`src/cfsc_pkg.sv`:
```
`default_nettype none
package cfsc_pkg;

    // Request codes
    localparam logic [1:0] REQ_WATCH  = 2'd0;
    localparam logic [1:0] REQ_UPDATE = 2'd1;
    localparam logic [1:0] REQ_GET    = 2'd2;
    localparam logic [1:0] REQ_UNUSED = 2'd3;

    // Status codes
    localparam logic [1:0] ST_OK   = 2'd0;
    localparam logic [1:0] ST_MISS = 2'd1;
    localparam logic [1:0] ST_FULL = 2'd2;

    // Field widths
    localparam int BUS_W   = 8;
    localparam int IDENT_W = 29;
    localparam int LEN_W   = 4;
    localparam int DATA_W  = 64;
    localparam int KEY_W   = BUS_W + IDENT_W;
    localparam int FRAME_W = LEN_W + DATA_W;

    // One result beat
    typedef struct packed {
        logic [1:0]        status;
        logic [LEN_W-1:0]  len;
        logic [DATA_W-1:0] payload;
    } t_result;

endpackage
`default_nettype wire

```
`src/cfsc_ram.sv`:
```
`default_nettype none
module cfsc_ram #(
    parameter int WIDTH = 8,
    parameter int DEPTH = 16
) (
    input  wire logic                                 i_clk,
    input  wire logic                                 i_we,
    input  wire logic [(DEPTH > 1 ? $clog2(DEPTH) : 1)-1:0] i_waddr,
    input  wire logic [WIDTH-1:0]                     i_wdata,
    input  wire logic                                 i_re,
    input  wire logic [(DEPTH > 1 ? $clog2(DEPTH) : 1)-1:0] i_raddr,
    output logic      [WIDTH-1:0]                     o_rdata
);

    logic [WIDTH-1:0] r_mem [DEPTH];

    // One write port, one registered read port
    always_ff @(posedge i_clk) begin
        if (i_we) begin
            r_mem[i_waddr] <= i_wdata;
        end
        if (i_re) begin
            o_rdata <= r_mem[i_raddr];
        end
    end

endmodule
`default_nettype wire

```
`src/cfsc_seq.sv`:
```
`default_nettype none
module cfsc_seq #(
    parameter int CACHE_ENTRIES = 16
) (
    input  wire logic                    i_clk,
    input  wire logic                    i_rst_n,
    input  wire logic                    i_in_valid,
    output logic                         o_in_stall,
    input  wire logic [1:0]              i_req_type,
    input  wire logic [7:0]              i_bus_num,
    input  wire logic [28:0]             i_frame_key,
    input  wire logic [3:0]              i_frame_len,
    input  wire logic [63:0]             i_frame_payload,
    output logic                         o_res_valid,
    input  wire logic                    i_res_ready,
    output cfsc_pkg::t_result            o_res
);
    import cfsc_pkg::*;

    localparam int IW = (CACHE_ENTRIES > 1) ? $clog2(CACHE_ENTRIES) : 1;
    localparam int CW = $clog2(CACHE_ENTRIES + 1);

    localparam logic [1:0] S_IDLE  = 2'd0;
    localparam logic [1:0] S_SCAN  = 2'd1;
    localparam logic [1:0] S_FETCH = 2'd2;
    localparam logic [1:0] S_RESP  = 2'd3;

    logic [1:0]               r_state, n_state;
    logic [CW-1:0]            r_issue, n_issue;
    logic                     r_pend,  n_pend;
    logic [IW-1:0]            r_pidx,  n_pidx;
    logic [CW-1:0]            r_cnt,   n_cnt;
    logic [CACHE_ENTRIES-1:0] r_vld,   n_vld;
    logic [1:0]               r_req,   n_req;
    logic [BUS_W-1:0]         r_bus,   n_bus;
    logic [IDENT_W-1:0]       r_key,   n_key;
    logic [LEN_W-1:0]         r_len,   n_len;
    logic [DATA_W-1:0]        r_data,  n_data;
    t_result                  r_res,   n_res;

    logic                     key_we, key_re;
    logic [IW-1:0]            key_raddr;
    logic [KEY_W-1:0]         key_rdata;
    logic                     dat_we, dat_re;
    logic [FRAME_W-1:0]       dat_rdata;
    logic                     match;

    // Key store: scanned one entry per cycle
    cfsc_ram #(.WIDTH(KEY_W), .DEPTH(CACHE_ENTRIES)) u_key_ram (
        .i_clk   (i_clk),
        .i_we    (key_we),
        .i_waddr (r_cnt[IW-1:0]),
        .i_wdata ({r_bus, r_key}),
        .i_re    (key_re),
        .i_raddr (key_raddr),
        .o_rdata (key_rdata)
    );

    // Frame store: length code over data bytes
    cfsc_ram #(.WIDTH(FRAME_W), .DEPTH(CACHE_ENTRIES)) u_dat_ram (
        .i_clk   (i_clk),
        .i_we    (dat_we),
        .i_waddr (r_pidx),
        .i_wdata ({r_len, r_data}),
        .i_re    (dat_re),
        .i_raddr (r_pidx),
        .o_rdata (dat_rdata)
    );

    // Shared key comparator on the entry read last cycle
    assign match = r_pend && (key_rdata == {r_bus, r_key});

    assign o_in_stall  = (r_state != S_IDLE);
    assign o_res_valid = (r_state == S_RESP);
    assign o_res       = r_res;

    // Sequencer
    always_comb begin
        n_state   = r_state;
        n_issue   = r_issue;
        n_pend    = r_pend;
        n_pidx    = r_pidx;
        n_cnt     = r_cnt;
        n_vld     = r_vld;
        n_req     = r_req;
        n_bus     = r_bus;
        n_key     = r_key;
        n_len     = r_len;
        n_data    = r_data;
        n_res     = r_res;
        key_we    = 1'b0;
        key_re    = 1'b0;
        key_raddr = r_issue[IW-1:0];
        dat_we    = 1'b0;
        dat_re    = 1'b0;

        unique case (r_state)
            S_IDLE: begin
                if (i_in_valid) begin
                    n_req           = i_req_type;
                    n_bus           = i_bus_num;
                    n_key           = i_frame_key;
                    n_len           = i_frame_len;
                    n_data          = i_frame_payload;
                    n_issue         = '0;
                    n_pend          = 1'b0;
                    n_res.status    = ST_MISS;
                    n_res.len       = '0;
                    n_res.payload   = '0;
                    if (i_req_type == REQ_UNUSED) begin
                        n_state = S_RESP;
                    end else begin
                        n_state = S_SCAN;
                    end
                end
            end

            S_SCAN: begin
                if (match) begin
                    // hit on entry r_pidx
                    n_pend  = 1'b0;
                    n_state = S_RESP;
                    unique case (r_req)
                        REQ_WATCH: begin
                            n_res.status = ST_OK;
                        end
                        REQ_UPDATE: begin
                            dat_we        = 1'b1;
                            n_vld[r_pidx] = 1'b1;
                            n_res.status  = ST_OK;
                        end
                        REQ_GET: begin
                            if (r_vld[r_pidx]) begin
                                dat_re  = 1'b1;
                                n_state = S_FETCH;
                            end
                        end
                        default: begin
                            n_res.status = ST_MISS;
                        end
                    endcase
                end else if (r_issue < r_cnt) begin
                    // read the next used entry
                    key_re  = 1'b1;
                    n_pend  = 1'b1;
                    n_pidx  = r_issue[IW-1:0];
                    n_issue = r_issue + CW'(1);
                end else begin
                    // all used entries checked, no match
                    n_pend  = 1'b0;
                    n_state = S_RESP;
                    if (r_req == REQ_WATCH) begin
                        if (r_cnt < CW'(CACHE_ENTRIES)) begin
                            key_we                = 1'b1;
                            n_vld[r_cnt[IW-1:0]]  = 1'b0;
                            n_cnt                 = r_cnt + CW'(1);
                            n_res.status          = ST_OK;
                        end else begin
                            n_res.status = ST_FULL;
                        end
                    end
                end
            end

            S_FETCH: begin
                n_res.status  = ST_OK;
                n_res.len     = dat_rdata[FRAME_W-1:DATA_W];
                n_res.payload = dat_rdata[DATA_W-1:0];
                n_state       = S_RESP;
            end

            S_RESP: begin
                if (i_res_ready) begin
                    n_state = S_IDLE;
                end
            end

            default: begin
                n_state = S_IDLE;
            end
        endcase
    end

    // Control state
    always_ff @(posedge i_clk) begin
        if (!i_rst_n) begin
            r_state <= S_IDLE;
            r_pend  <= 1'b0;
            r_cnt   <= '0;
            r_vld   <= '0;
        end else begin
            r_state <= n_state;
            r_pend  <= n_pend;
            r_cnt   <= n_cnt;
            r_vld   <= n_vld;
        end
    end

    // Request and result payload
    always_ff @(posedge i_clk) begin
        r_issue <= n_issue;
        r_pidx  <= n_pidx;
        r_req   <= n_req;
        r_bus   <= n_bus;
        r_key   <= n_key;
        r_len   <= n_len;
        r_data  <= n_data;
        r_res   <= n_res;
    end

endmodule
`default_nettype wire

```
`src/can_frame_snapshot_cache_unit.sv`:
```
// An unused request type skips the scan and is answered with a miss;
//   any other request scans the used entries (at most the fill count), and a get
//   that hits a valid entry also reads its frame from the frame store.
// Throughput: one request at a time, one key compare per cycle; the input stalls
//   until the request's result has been passed to the output register.
// Reset (synchronous, active low) clears the fill count, valid bits and handshake state.
`default_nettype none
module can_frame_snapshot_cache_unit #(
    parameter int CACHE_ENTRIES = 16
) (
    input  wire logic        i_clk,
    input  wire logic        i_rst_n,
    input  wire logic        i_in_valid,
    output logic             o_in_stall,
    input  wire logic [1:0]  i_req_type,
    input  wire logic [7:0]  i_bus_num,
    input  wire logic [28:0] i_frame_key,
    input  wire logic [3:0]  i_frame_len,
    input  wire logic [63:0] i_frame_payload,
    output logic             o_out_valid,
    input  wire logic        i_out_stall,
    output logic [1:0]       o_status,
    output logic [3:0]       o_out_len,
    output logic [63:0]      o_out_payload
);
    import cfsc_pkg::*;

    logic    res_valid;
    logic    res_ready;
    t_result res;
    logic    r_out_valid;
    t_result r_out;

    cfsc_seq #(.CACHE_ENTRIES(CACHE_ENTRIES)) u_seq (
        .i_clk           (i_clk),
        .i_rst_n         (i_rst_n),
        .i_in_valid      (i_in_valid),
        .o_in_stall      (o_in_stall),
        .i_req_type      (i_req_type),
        .i_bus_num       (i_bus_num),
        .i_frame_key     (i_frame_key),
        .i_frame_len     (i_frame_len),
        .i_frame_payload (i_frame_payload),
        .o_res_valid     (res_valid),
        .i_res_ready     (res_ready),
        .o_res           (res)
    );

    // Output register loads when empty or being drained
    assign res_ready = !r_out_valid || !i_out_stall;

    always_ff @(posedge i_clk) begin
        if (!i_rst_n) begin
            r_out_valid <= 1'b0;
        end else if (res_ready) begin
            r_out_valid <= res_valid;
        end
    end

    always_ff @(posedge i_clk) begin
        if (res_ready && res_valid) begin
            r_out <= res;
        end
    end

    assign o_out_valid   = r_out_valid;
    assign o_status      = r_out.status;
    assign o_out_len     = r_out.len;
    assign o_out_payload = r_out.payload;

endmodule
`default_nettype wire

```
`config.mk`:
```
export PLATFORM = sky130hd
export DESIGN_NAME = can_frame_snapshot_cache_unit
export DESIGN_NICKNAME = d
export VERILOG_FILES = /design/src/cfsc_pkg.sv /design/src/cfsc_ram.sv /design/src/cfsc_seq.sv /design/src/can_frame_snapshot_cache_unit.sv
export SDC_FILE = /design/constraint.sdc
export NUM_CORES = 2
export LEC_CHECK = 0
export BUFFER_PORTS_ARGS = -buffer_cell sky130_fd_sc_hd__buf_2
export CORE_MARGIN = 2
export CORE_UTILIZATION = 25
export DETAILED_ROUTE_END_ITERATION = 10
export MAX_ROUTING_LAYER = met4
export PLACE_DENSITY = 0.49
export SLEW_MARGIN = 15
export SYNTH_ARGS = -nofsm -noshare
export SYNTH_HDL_FRONTEND = slang
export SYNTH_HIERARCHICAL = 1
export SYNTH_SLANG_ARGS = --single-unit
```
`constraint.sdc`:
```
create_clock -name i_clk -period 19.8 [get_ports i_clk]
set_input_delay 0.99 -clock i_clk [delete_from_list [all_inputs] [get_ports i_clk]]
set_output_delay 0.99 -clock i_clk [all_outputs]
set_load 0.02 [all_outputs]
```
==> metrics <==
first-pass GRT wire length 267,200 µm; clk buf depth 4; Worst setup SP type flop; DRC errors left 0; Netlist Area Pre-Place 76,460 µm²; post-synthesis average cell area 22.93 µm²; RSZ-0062 raised after global routing false; Setup CP Type reg2reg; commonest non-fill, non-tap cells in the layout edfxtp_1, mux4_2, clkbuf_16, a22oi_1, buf_2; Yosys cell types 54; Yosys warnings 6; share of cells above drive strength 1 0.2743; critical path peak fanout 43; P&R area growth vs syn 17.24%; drt initial violations 2,926; Final #Nets 3,772; worst path required time 20.24 ns; DR vias 35,040; skew final 0.09868 ns; vias per inst 4.422; total track usage 0.1216; Hold WC Path Type in2reg; DRT antenna net count 0; die span in x 557.0 µm; drt pass-1 iters 5; P_leak 27.61 nW; Post-Route WL 186,300 µm; pin count of the biggest net entering global routing 134; I/O Buffers 182; Tmin final 5.594 ns; worst-margin pin slew 1.096 ns; period utilisation layout 0.2825; Post-synth top flop edfxtp_1; max_slew headroom 0.2691; count of final setup violators 0; Post-synth ARST share 0; hold path depth 1; CP Data Arrival Time 6.03 ns; Detail Placement HPWL 97,440 µm; syn_nets 3,458; P per Cell Area 121.9 nW/µm²; # H-tree levels 4; Peak VDD IR 0.0001469 V; CTS tree yes; family with the most delay on the worst path simple AND/OR/NAND/NOR gates; Fin Setup TNS 0 ns; clk slew on worst S/H paths 0.06 ns; Post-CTS Setup Bufs 0; CP max stage delay 0.89 ns; FMAX 0.1788 GHz; clock sinks 2,066; standard-cell rows 203; number of max-cap violations 0; Final Hold Fails 0; Die H 557.0 µm; Slowest cell on crit path nor2_4; number of flops mapped to enable cells by yosys 2,041; Root Buffer clkbuf_16; Post-Syn Instances 3,334; RR Startpoint u_seq/r_key[18]$_DFFE_PP_; PostCTS Resize Cnt 0; stages on the worst setup path 8; status finished, final reports clean; IO Count 183; die footprint 310,300 µm²; Reg2Reg Depth 8; Hold-fix buffers, CTS 0; commonest non-fill, non-tap cell in the layout edfxtp_1; initial antenna violation count 19; worst path buffer plus inverter count 1; CTS buffer count 218; CP cell instances xnor2_1 -> nand4_1 -> nor4_1 -> nand3_1 -> nor2b_1 -> nand3b_1 -> nor2_4 -> buf_4; initial core utilization 0.2506; vias in the first global route 36,490; fin. max-slew vios 0; CP Launch Point u_seq/r_key[18]$_DFFE_PP_; RePlAce Congestion 0.6985; grt total ovfl 0; Core ar. 305,000 µm²; routed len/inst 23.51 µm; CP Capture Type flop; hold wc startpoint i_frame_payload[31]; register area share after synthesis 0.8081; Core Util, Final 0.2939; clk_lat worst skew 0.89 ns; post-synthesis register bit count 2,066
## final cells by class
class	instances	area [µm²]
antenna	3	7.507
clock buffer	259	5662
clock inverter	134	1378
fill	29640	215400
inverter	13	50.05
multi-input combinational	1096	14150
sequential	2066	61790
tap	4100	5130
timing repair buffer	253	1469
## report_power, final
part | internal [mW] | leakage (nW) | switching (mW)
sequential | 5.19 | 18.7 | 0.227
clock | 2.37 | 3.44 | 1.68
combinational | 0.592 | 5.49 | 0.868
total | 8.15 | 27.6 | 2.78
## synthesized netlist by cell type, types with 15 or more instances
cell type | n | area, µm²
nor2_1 | 38 | 142.6
nand2_1 | 134 | 503.0
buf_1 | 18 | 67.56
and2_1 | 73 | 456.7
xor2_1 | 21 | 183.9
buf_4 | 15 | 112.6
a22oi_1 | 213 | 1599
dfxtp_1 | 25 | 500.5
clkbuf_1 | 84 | 315.3
mux4_2 | 424 | 9549
edfxtp_1 | 2041 | 61290
nor4_1 | 16 | 100.1
a21oi_1 | 25 | 125.1
xnor2_1 | 15 | 131.4
buf_2 | 31 | 155.2
## cell families (layout without fill, tap and decap cells)
logic type | Yosys count | after routing | synth area share
XOR/XNOR | 38 | 38 | 0.004549
AO/OA/AOI/OAI | 283 | 283 | 0.02685
multiplexers | 427 | 427 | 0.1253
flip-flops | 2066 | 2066 | 0.8081
AND/OR/NAND/NOR | 335 | 335 | 0.02237
buffers and inverters | 172 | 659 | 0.01069
adder cells (fa/ha/maj) | 13 | 13 | 0.002127
other | 0 | 3 | 0
## metal layers
layer	track usage	share of wire
met1	0.1631	0.44
met4	0.02761	0.020
met2	0.1939	0.49
met3	0.01920	0.050
met5	-	0
## sequential cells by signal (all words and copies together) (netlist names)
| register | flops |
|---|---|
| u_seq/r_len | 4 |
| o_out_len | 4 |
| u_seq/r_req | 2 |
| u_seq/r_bus | 8 |
| u_seq/o_res | 70 |
| u_seq/r_state | 2 |
| o_out_valid | 1 |
| o_status | 2 |
| u_seq/r_data | 64 |
| u_seq/u_key_ram/o_rdata | 37 |
| u_seq/u_key_ram/r_mem | 592 |
| u_seq/r_pidx | 4 |
| u_seq/u_dat_ram/o_rdata | 68 |
| u_seq/r_cnt | 5 |
| u_seq/u_dat_ram/r_mem | 1088 |
| u_seq/r_key | 29 |
| o_out_payload | 64 |
| u_seq/r_pend | 1 |
| u_seq/r_issue | 5 |
| u_seq/r_vld | 16 |
## per-stage QoR
step | power [mW] | hold slack, ns | instance area (µm²) | instances | worst slack, ns
after floorplan | 6.437 | 0.4003 | 76460 | 3334 | 12.47
after global placement | 7.004 | 0.4035 | 82590 | 7528 | 14.12
after detailed placement | 7.012 | 0.4045 | 82590 | 7528 | 14.15
after CTS | 11.12 | 0.1870 | 89630 | 7921 | 14.12
after global routing | 11.39 | 0.2102 | 89640 | 7924 | 13.89
final | 10.93 | 0.2725 | 89640 | 7924 | 14.21
## path summary, 6_finish.rpt
kind | slack (ns) | to
setup reg to reg | 14.21 | u_seq/u_dat_ram/r_mem[10][11]$_DFFE_PP_
hold reg to reg | 0.42 | o_out_payload[12]$_DFFE_PP_
hold / removal | 0.27 | u_seq/r_data[31]$_DFFE_PP_
setup / recovery | 14.21 | u_seq/u_dat_ram/r_mem[10][11]$_DFFE_PP_
No activity file was read; power rests on OpenSTA's default activity.
